`config.mk`:
```
export PLATFORM = sky130hd
export DESIGN_NAME = stream_find_replace_core
export DESIGN_NICKNAME = d
export VERILOG_FILES = /design/src/hw/rtl/sfr_pkg.sv /design/src/hw/rtl/stream_find_replace_core.sv /design/src/hw/rtl/sfr_cell.sv /design/src/hw/rtl/sfr_window.sv /design/src/hw/rtl/sfr_emit.sv
export SDC_FILE = /design/constraint.sdc
export NUM_CORES = 1
export LEC_CHECK = 0
export ABC_AREA = 0
export ABC_CLOCK_PERIOD_IN_PS = 5400
export BUFFER_PORTS_ARGS = -buffer_cell sky130_fd_sc_hd__buf_2
export CORE_MARGIN = 8
export CORE_UTILIZATION = 50
export CTS_CLUSTER_DIAMETER = 40
export DETAILED_ROUTE_END_ITERATION = 6
export PLACE_DENSITY = 0.77
export SYNTH_ARGS = -nofsm -noshare
export SYNTH_HDL_FRONTEND = slang
export SYNTH_SLANG_ARGS = --single-unit
```
`constraint.sdc`:
```
create_clock -name clk -period 5.4 [get_ports clk]
set_input_delay 0.54 -clock clk [delete_from_list [all_inputs] [get_ports clk]]
set_output_delay 0.54 -clock clk [all_outputs]
set_load 0.005 [all_outputs]
```
`src/hw/rtl/sfr_pkg.sv`:
```
// ----------------------------------------------------------------------------
// sfr_pkg: shared types and constants for the stream find-and-replace core
// Register indexes, byte-width constants and the job descriptor that the
// window chain hands to the emitter.
// ----------------------------------------------------------------------------
package sfr_pkg;

  // Register and field widths
  localparam int BYTE_W    = 8;
  localparam int REG_W     = 64;
  localparam int LEN_W     = 4;
  localparam int MAX_BYTES = REG_W / BYTE_W;
  localparam int PTR_W     = $clog2(MAX_BYTES);
  localparam int CNT_W     = $clog2(MAX_BYTES + 1);
  localparam int CFG_IDX_W = 2;

  // Default window depth and the fixed replacement limit
  localparam int PATTERN_MAX_DEF = 8;
  localparam int REPLACEMENT_MAX = 8;
  localparam int RCAP = (REPLACEMENT_MAX < MAX_BYTES) ? REPLACEMENT_MAX : MAX_BYTES;

  typedef logic [PTR_W-1:0] ptr_t;
  typedef logic [CNT_W-1:0] cnt_t;
  typedef logic [MAX_BYTES-1:0][BYTE_W-1:0] byte_row_t;

  // Configuration register indexes
  typedef enum logic [CFG_IDX_W-1:0] {
    CFG_PATTERN_BYTES      = 2'd0,
    CFG_PATTERN_LENGTH     = 2'd1,
    CFG_REPLACEMENT_BYTES  = 2'd2,
    CFG_REPLACEMENT_LENGTH = 2'd3
  } cfg_idx_t;

  // One item's worth of results, as decided at accept time
  typedef struct packed {
    logic load;      // item produces at least one result
    logic src_repl;  // bytes come from the replacement register
    logic chars;     // results carry characters (clear on a bare end marker)
    logic str_end;   // last result closes the string
    logic down;      // walk the byte row downwards (oldest window byte first)
    ptr_t ptr;       // first byte position
    cnt_t cnt;       // number of results
  } sfr_job_t;

endpackage

```
`src/hw/rtl/stream_find_replace_core.sv`:
```
// ----------------------------------------------------------------------------
// stream_find_replace_core: streaming find-and-replace-all over byte strings
// Leftmost, non-overlapping replacement of a pattern of up to eight bytes by
// a replacement of up to eight bytes, with flush at the end of each string.
//
//   channel  | handshake                   | payload
//   ---------+-----------------------------+---------------------------------
//   input    | in_valid / in_ready         | in_byte, in_end
//   result   | out_item_valid / out_ready  | out_byte, out_valid,
//            |                             | out_string_end, out_run_last
//   config   | cfg_wr_en (no wait)         | cfg_index, cfg_wdata
//
// A beat that causes n results holds the emitter until all n have moved out,
// one result per cycle while the output is not stalled. The first result of
// a beat is held in the pending-job registers and then moves into the output
// register. Synchronous reset clears the configuration registers, the fill
// count and both valid flags; the window bytes need no clearing. A stalled
// output holds its beat, and a new input beat is taken once the last result
// has moved into the output register, also while it waits there.
// ----------------------------------------------------------------------------
module stream_find_replace_core #(
  parameter int PATTERN_MAX = sfr_pkg::PATTERN_MAX_DEF
) (
  input  logic                            clk,
  input  logic                            rst_n,
  input  logic                            cfg_wr_en,
  input  logic [sfr_pkg::CFG_IDX_W-1:0]   cfg_index,
  input  logic [sfr_pkg::REG_W-1:0]       cfg_wdata,
  input  logic                            in_valid,
  output logic                            in_ready,
  input  logic [sfr_pkg::BYTE_W-1:0]      in_byte,
  input  logic                            in_end,
  output logic                            out_item_valid,
  input  logic                            out_ready,
  output logic [sfr_pkg::BYTE_W-1:0]      out_byte,
  output logic                            out_valid,
  output logic                            out_string_end,
  output logic                            out_run_last
);

  logic [sfr_pkg::REG_W-1:0] pat_bytes_r, repl_bytes_r;
  logic [sfr_pkg::LEN_W-1:0] pat_len_r, repl_len_r;
  logic                      pat_len_wr, acc;
  sfr_pkg::sfr_job_t         job;
  sfr_pkg::byte_row_t        win_row;

  assign acc        = in_valid && in_ready;
  assign pat_len_wr = cfg_wr_en &&
                      (sfr_pkg::cfg_idx_t'(cfg_index) == sfr_pkg::CFG_PATTERN_LENGTH);

  // Configuration registers
  always_ff @(posedge clk) begin
    if (!rst_n) begin
      pat_bytes_r  <= '0;
      pat_len_r    <= '0;
      repl_bytes_r <= '0;
      repl_len_r   <= '0;
    end else if (cfg_wr_en) begin
      case (sfr_pkg::cfg_idx_t'(cfg_index))
        sfr_pkg::CFG_PATTERN_BYTES:      pat_bytes_r  <= cfg_wdata;
        sfr_pkg::CFG_PATTERN_LENGTH:     pat_len_r    <= cfg_wdata[sfr_pkg::LEN_W-1:0];
        sfr_pkg::CFG_REPLACEMENT_BYTES:  repl_bytes_r <= cfg_wdata;
        sfr_pkg::CFG_REPLACEMENT_LENGTH: repl_len_r   <= cfg_wdata[sfr_pkg::LEN_W-1:0];
        default: ;
      endcase
    end
  end

  sfr_window #(
    .PATTERN_MAX (PATTERN_MAX)
  ) u_window (
    .clk        (clk),
    .rst_n      (rst_n),
    .pat_bytes  (pat_bytes_r),
    .pat_len    (pat_len_r),
    .repl_len   (repl_len_r),
    .pat_len_wr (pat_len_wr),
    .acc        (acc),
    .in_byte    (in_byte),
    .in_end     (in_end),
    .job        (job),
    .win_row    (win_row)
  );

  sfr_emit u_emit (
    .clk            (clk),
    .rst_n          (rst_n),
    .acc            (acc),
    .job            (job),
    .win_row        (win_row),
    .repl_bytes     (repl_bytes_r),
    .in_ready       (in_ready),
    .out_item_valid (out_item_valid),
    .out_ready      (out_ready),
    .out_byte       (out_byte),
    .out_valid      (out_valid),
    .out_string_end (out_string_end),
    .out_run_last   (out_run_last)
  );

endmodule

```
`src/hw/rtl/sfr_cell.sv`:
```
// ----------------------------------------------------------------------------
// sfr_cell: one window cell
// Holds one byte of the window, takes its neighbour's byte on each accepted
// beat and compares the byte it is about to hold with its pattern byte.
// ----------------------------------------------------------------------------
module sfr_cell (
  input  logic                         clk,
  input  logic                         shift_en,
  input  logic [sfr_pkg::BYTE_W-1:0]   d_in,
  input  logic [sfr_pkg::BYTE_W-1:0]   pat_byte,
  output logic [sfr_pkg::BYTE_W-1:0]   q,
  output logic                         eq
);

  logic [sfr_pkg::BYTE_W-1:0] byte_r;

  // Advance the chain on every accepted beat
  always_ff @(posedge clk) begin
    if (shift_en) begin
      byte_r <= d_in;
    end
  end

  assign q  = byte_r;
  assign eq = (d_in == pat_byte);

endmodule

```
`src/hw/rtl/sfr_window.sv`:
```
// ----------------------------------------------------------------------------
// sfr_window: window chain and match decision
// A row of cells holds the most recent bytes, newest in cell zero. On each
// accepted beat the row shifts, every cell checks its byte against the
// pattern, and the fill count decides what the beat emits.
// ----------------------------------------------------------------------------
module sfr_window #(
  parameter int PATTERN_MAX = sfr_pkg::PATTERN_MAX_DEF
) (
  input  logic                         clk,
  input  logic                         rst_n,
  input  logic [sfr_pkg::REG_W-1:0]    pat_bytes,
  input  logic [sfr_pkg::LEN_W-1:0]    pat_len,
  input  logic [sfr_pkg::LEN_W-1:0]    repl_len,
  input  logic                         pat_len_wr,
  input  logic                         acc,
  input  logic [sfr_pkg::BYTE_W-1:0]   in_byte,
  input  logic                         in_end,
  output sfr_pkg::sfr_job_t            job,
  output sfr_pkg::byte_row_t           win_row
);

  localparam int CAP = (PATTERN_MAX < sfr_pkg::MAX_BYTES) ? PATTERN_MAX : sfr_pkg::MAX_BYTES;
  localparam int LW  = $clog2(CAP + 1);

  logic [LW-1:0]              fill_r, fill_nxt;
  logic [LW-1:0]              plen, f0, f1;
  logic [sfr_pkg::LEN_W-1:0]  rlen;
  logic                       full, match;
  logic [sfr_pkg::BYTE_W-1:0] nb  [CAP];
  logic [sfr_pkg::BYTE_W-1:0] q   [CAP];
  logic [CAP-1:0]             eq_ok;
  sfr_pkg::byte_row_t         pat_row;

  // Clamp the lengths to what the hardware holds
  assign plen = (pat_len > sfr_pkg::LEN_W'(CAP)) ? LW'(CAP) : LW'(pat_len);
  assign rlen = (repl_len > sfr_pkg::LEN_W'(sfr_pkg::RCAP)) ?
                sfr_pkg::LEN_W'(sfr_pkg::RCAP) : repl_len;
  assign pat_row = pat_bytes;

  // Cell row: newest byte enters cell zero
  for (genvar j = 0; j < CAP; j++) begin : g_cell
    logic [sfr_pkg::LEN_W-1:0] pidx;
    logic                      cell_eq;

    if (j == 0) begin : g_head
      assign nb[j] = in_byte;
    end else begin : g_body
      assign nb[j] = q[j-1];
    end

    // Cell j holds the byte that sits at pattern position plen-1-j
    assign pidx = sfr_pkg::LEN_W'(plen) - sfr_pkg::LEN_W'(j) - sfr_pkg::LEN_W'(1);

    sfr_cell u_cell (
      .clk      (clk),
      .shift_en (acc),
      .d_in     (nb[j]),
      .pat_byte (pat_row[pidx[sfr_pkg::PTR_W-1:0]]),
      .q        (q[j]),
      .eq       (cell_eq)
    );

    assign eq_ok[j]   = (sfr_pkg::LEN_W'(j) >= sfr_pkg::LEN_W'(plen)) | cell_eq;
    assign win_row[j] = nb[j];
  end

  // Tie off byte positions beyond the window
  for (genvar k = CAP; k < sfr_pkg::MAX_BYTES; k++) begin : g_pad
    assign win_row[k] = '0;
  end

  assign match = &eq_ok;
  assign f0    = (fill_r >= plen) ? '0 : fill_r;
  assign f1    = f0 + LW'(1);
  assign full  = (f1 == plen);

  // Decide the results of the beat and the next fill
  always_comb begin
    job         = '0;
    job.str_end = in_end;
    fill_nxt    = fill_r;
    if (plen == '0) begin
      job.load  = 1'b1;
      job.chars = 1'b1;
      job.down  = 1'b1;
      job.cnt   = sfr_pkg::cnt_t'(1);
    end else if (full && match) begin
      fill_nxt = '0;
      if (rlen != '0) begin
        job.load     = 1'b1;
        job.chars    = 1'b1;
        job.src_repl = 1'b1;
        job.cnt      = sfr_pkg::cnt_t'(rlen);
      end else if (in_end) begin
        job.load = 1'b1;
        job.cnt  = sfr_pkg::cnt_t'(1);
      end
    end else if (full) begin
      // Pass the oldest byte, flush the rest at the end of the string
      job.load  = 1'b1;
      job.chars = 1'b1;
      job.down  = 1'b1;
      job.ptr   = sfr_pkg::ptr_t'(plen - LW'(1));
      job.cnt   = in_end ? sfr_pkg::cnt_t'(plen) : sfr_pkg::cnt_t'(1);
      fill_nxt  = in_end ? '0 : (plen - LW'(1));
    end else begin
      fill_nxt = in_end ? '0 : f1;
      if (in_end) begin
        job.load  = 1'b1;
        job.chars = 1'b1;
        job.down  = 1'b1;
        job.ptr   = sfr_pkg::ptr_t'(f1 - LW'(1));
        job.cnt   = sfr_pkg::cnt_t'(f1);
      end
    end
  end

  // Fill count: emptied on reset and on a pattern length write
  always_ff @(posedge clk) begin
    if (!rst_n) begin
      fill_r <= '0;
    end else if (pat_len_wr) begin
      fill_r <= '0;
    end else if (acc) begin
      fill_r <= fill_nxt;
    end
  end

endmodule

```
`src/hw/rtl/sfr_emit.sv`:
```
// ----------------------------------------------------------------------------
// sfr_emit: result sequencer and output register
// Holds the pending results of one beat and moves one of them per cycle into
// the output register while that register is free. Takes the next input beat
// while the last result of the current one moves out.
// ----------------------------------------------------------------------------
module sfr_emit (
  input  logic                         clk,
  input  logic                         rst_n,
  input  logic                         acc,
  input  sfr_pkg::sfr_job_t            job,
  input  sfr_pkg::byte_row_t           win_row,
  input  logic [sfr_pkg::REG_W-1:0]    repl_bytes,
  output logic                         in_ready,
  output logic                         out_item_valid,
  input  logic                         out_ready,
  output logic [sfr_pkg::BYTE_W-1:0]   out_byte,
  output logic                         out_valid,
  output logic                         out_string_end,
  output logic                         out_run_last
);

  logic                       jact_r;
  sfr_pkg::byte_row_t         jrow_r;
  sfr_pkg::ptr_t              jptr_r;
  sfr_pkg::cnt_t              jleft_r;
  logic                       jdown_r, jchars_r, jend_r;
  logic                       o_vld_r;
  logic [sfr_pkg::BYTE_W-1:0] o_byte_r;
  logic                       o_chars_r, o_end_r, o_last_r;
  logic                       can_load, step, last_res;

  assign can_load = !o_vld_r || out_ready;
  assign step     = jact_r && can_load;
  assign last_res = (jleft_r == sfr_pkg::cnt_t'(1));
  assign in_ready = !jact_r || (last_res && can_load);

  // Pending-job control
  always_ff @(posedge clk) begin
    if (!rst_n) begin
      jact_r <= 1'b0;
    end else if (acc) begin
      jact_r <= job.load;
    end else if (step && last_res) begin
      jact_r <= 1'b0;
    end
  end

  // Pending-job payload: load on accept, advance on each result
  always_ff @(posedge clk) begin
    if (acc) begin
      jrow_r   <= job.src_repl ? sfr_pkg::byte_row_t'(repl_bytes) : win_row;
      jptr_r   <= job.ptr;
      jleft_r  <= job.cnt;
      jdown_r  <= job.down;
      jchars_r <= job.chars;
      jend_r   <= job.str_end;
    end else if (step) begin
      jptr_r  <= jdown_r ? (jptr_r - sfr_pkg::ptr_t'(1)) : (jptr_r + sfr_pkg::ptr_t'(1));
      jleft_r <= jleft_r - sfr_pkg::cnt_t'(1);
    end
  end

  // Output register valid
  always_ff @(posedge clk) begin
    if (!rst_n) begin
      o_vld_r <= 1'b0;
    end else if (step) begin
      o_vld_r <= 1'b1;
    end else if (out_ready) begin
      o_vld_r <= 1'b0;
    end
  end

  // Output register payload
  always_ff @(posedge clk) begin
    if (step) begin
      o_byte_r  <= jchars_r ? jrow_r[jptr_r] : '0;
      o_chars_r <= jchars_r;
      o_end_r   <= jend_r && last_res;
      o_last_r  <= last_res;
    end
  end

  assign out_item_valid = o_vld_r;
  assign out_byte       = o_byte_r;
  assign out_valid      = o_chars_r;
  assign out_string_end = o_end_r;
  assign out_run_last   = o_last_r;

endmodule

```
==> metrics <==
first-pass GRT wire length 82.99 mm; Critical R2R Launch pat_len_r[3]$_SDFFE_PN0P_; Reg-to-Reg End u_emit.jrow_r[24]$_DFFE_PP_; critical path arrival 5.12 ns; hold path startpoint in_byte[0]; xor-xnor portion of the synthesized cell area 0.02844; die area 37330 µm²; Final Setup Violations 0; GRT Residual Overflow 0; VDD IR max 0.2153 mV; post-synthesis adder-cell area fraction 0.01163; sequential share of the synthesized area 0.4506; worst path buffer plus inverter count 4; Worst Hold Class input pin to register; CP Launch Type register; Vias 13520; chip height 193.2 µm; Synth Area in Compound Gates 0.1680; post-placement cell area 16470 µm²; Tcrit/Tclk final 0.8971; Hold Vio Cnt, Final 0; Post-Syn Instances 1593; Yosys cell types 82; Clock Sink Count 283; clock transition at the registers of the reported paths 0.06 ns; run status completed; R2R Setup Slk 0.56 ns; largest family of logic cells by synthesized area compound AO/OA/AOI/OAI gates; hold-critical path depth 1; Root Buffer clkbuf_16; GRT Resource Usage Total 0.2883; unrepaired setup endpoints after global routing false; worst-case reg-to-reg path depth 15; Pins Over Slew Limit 0; drt total wl 56.15 mm; number of synthesized flops with an enable pin 141; CP required 5.67 ns; Setup CP Type register to register; worst hold endpoint u_window.g_cell[0].u_cell.q[0]$_DFFE_PP_; number of max-cap violations 0; Final #Nets 1746; post-cts sizing count 0; Power Dens Cells 346.9 nW/µm²; largest net degree at the start of global routing 76; slowest stage delay, CP 0.65 ns; fillers 2647; clock latency at the later pin of the worst-skew pair 0.53 ns; Initial Util 0.5028; Post-CTS Setup Bufs 0; CP Capture Type register; number of global-route vias before repair 12850; Synth Area in Simple Gates 0.1606; CP max FO 32; most common cell after layout, fill and taps aside nand2_1; pre-CTS setup slack 0.6672 ns; FMAX 206.4 MHz; TNS Setup 0 ns; Die Span X 193.2 µm; Post-CTS Hold Fix Bufs 0; H-Tree Depth 2; Clock Path Buffers 3; Routed Antenna Nets 0; io pins 93; Final GP Congestion 0.9710; TritonCTS clock tree yes; Warnings, synthesis 0; cell area after synthesis 15700 µm²; worst hold slack 0.2552 ns; router iterations before antenna repair 5; row count 65; crit path time final 4.845 ns; DR WL/cell 26.90 µm; #FFs+latches synth 283; Post-synth ARST share 0; core area 31230 µm²; ant diodes 0; Top cell by count, worst path inv_1; initial antenna violation count 0; drt drc 0; Area growth syn-to-layout 13.66%; Leak 6.454 nW; Synth Net Count 1687; clk_skew 0.03270 ns; post-route worst setup slack 0.5554 ns; Num CTS Buffers 42; DRT iter0 DRCs 1738; final instance area 17850 µm²; multiplexer area fraction after synthesis 0.1386; layout cells sized above 1 0.2047; post-DR vias/cell 6.478; IO Port Bufs 92; worst slew pin tran 1.087 ns; Final HPWL DP 40.47 mm; syn avg cell area 9.858 µm²; Slew headroom 0.2752; crit-path leading delay family simple AND/OR/NAND/NOR gates; Synth Flop Type dfxtp_1; CP Cell Sequence nor2b_1 > buf_4 > inv_1 > ha_1 > inv_1 > a31o_2 > a221oi_1 > xor2_1 > nor4_1 > a41o_1 > o311a_1 > nand4_4 > or4_4 > buf_12 > mux2_4; most frequent cells in the layout nand2_1, a21oi_1, edfxtp_1; CP max-delay cell ha_1
-- cells by family after synthesis --
group | Yosys count
buffers and inverters | 144
AOI/OAI and AO/OA | 409
adders and majority gates | 14
xor gates and xnor gates | 51
and+or+nand+nor | 532
DFF | 283
muxes | 160
-- state kept, by name, indices dropped and copies added, names as in the netlist, 3 cells and up --
| name | count |
|---|---|
| u_emit.jrow_r | 64 |
| u_window.g_cell.u_cell.q | 56 |
| u_window.fill_r | 4 |
| repl_len_r | 4 |
| u_emit.out_byte | 8 |
| u_emit.jleft_r | 4 |
| pat_len_r | 4 |
| pat_bytes_r | 64 |
| repl_bytes_r | 64 |
| u_emit.jptr_r | 3 |
-- report_power, final --
group          internal [mW]  switching, mW
Sequential              2.45          0.178
Clock                   1.62           1.03
Combinational          0.380          0.529
-- per-layer routing --
layer  vias up  global-route usage  routed length, µm
li1       5985                   -                  -
met1      6648              0.3784              23030
met2       722              0.4601              25550
met3       165             0.05606               4910
met4         0              0.1237               2655
met5         -                   0                  0
-- worst reg2reg max path, delay by kind of cell, from the launching register on --
| family | cells | cell delay, ns |
|---|---|---|
| compound gates | 4 | 1.09 |
| xor+xnor | 1 | 0.11 |
| fa+ha+maj | 1 | 0.65 |
| buf+inv | 4 | 0.86 |
| flops | 1 | 0.37 |
| mux | 1 | 0.36 |
| simple gates | 4 | 1.17 |
-- synthesized netlist by cell type (12+ instances only) --
master / n / area share
o32ai_1: 12 / 0.0067
xnor2_1: 23 / 0.013
xor2_1: 28 / 0.016
a21oi_1: 173 / 0.055
nand2_1: 294 / 0.070
mux2_2: 33 / 0.024
o221ai_1: 24 / 0.013
clkbuf_1: 77 / 0.018
or3b_2: 12 / 0.0067
mux2i_1: 55 / 0.035
dfxtp_1: 142 / 0.18
nand2b_1: 18 / 0.0072
nor3_1: 24 / 0.0076
nand3_1: 12 / 0.0038
mux4_2: 23 / 0.033
nor2b_1: 20 / 0.0080
o211ai_1: 14 / 0.0067
edfxtp_1: 141 / 0.27
inv_1: 23 / 0.0055
nor2_1: 64 / 0.015
mux2_4: 49 / 0.047
o22ai_1: 24 / 0.0096
o21a_1: 15 / 0.0072
o21ai_0: 48 / 0.015
buf_2: 20 / 0.0064
ha_1: 13 / 0.010
-- layout make-up --
cell class	count	area (µm²)	area share
multi-input cells	1166	7989	0.4476
flip-flops and latches	283	7083	0.3968
clock buffers	56	1229	0.06884
repair buffers	133	793.3	0.04444
well taps	402	503.0	0.02818
clock inverters	21	152.6	0.008552
inverters	26	100.1	0.005608
-- worst max-delay path by stage --
| stage | startpoint | endpoint | slack [ns] | cells after the start |
|---|---|---|---|---|
| after floorplan | pat_len_r[1]$_SDFFE_PN0P_ | u_emit.jrow_r[14]$_DFFE_PP_ | 0.55 | 20 |
| final | pat_len_r[3]$_SDFFE_PN0P_ | u_emit.jrow_r[24]$_DFFE_PP_ | 0.56 | 15 |
| after detailed placement | pat_len_r[3]$_SDFFE_PN0P_ | u_emit.jrow_r[50]$_DFFE_PP_ | 0.67 | 14 |
| after global placement | pat_len_r[3]$_SDFFE_PN0P_ | u_emit.jrow_r[58]$_DFFE_PP_ | 0.70 | 14 |
| after CTS | pat_len_r[3]$_SDFFE_PN0P_ | u_emit.jrow_r[38]$_DFFE_PP_ | 0.66 | 14 |
| after global routing | pat_len_r[3]$_SDFFE_PN0P_ | u_emit.jrow_r[58]$_DFFE_PP_ | 0.41 | 15 |
-- stage by stage --
stage                     std cells  total power, mW    util
after floorplan                1593            3.178       -
after global placement         2010            3.532  0.5273
after detailed placement       2010            3.554  0.5273
after CTS                      2087            6.181  0.5716
after global routing           2087            6.359  0.5716
final                          2087            6.191  0.5716
Note: power is estimated with default switching activity, not from simulation.
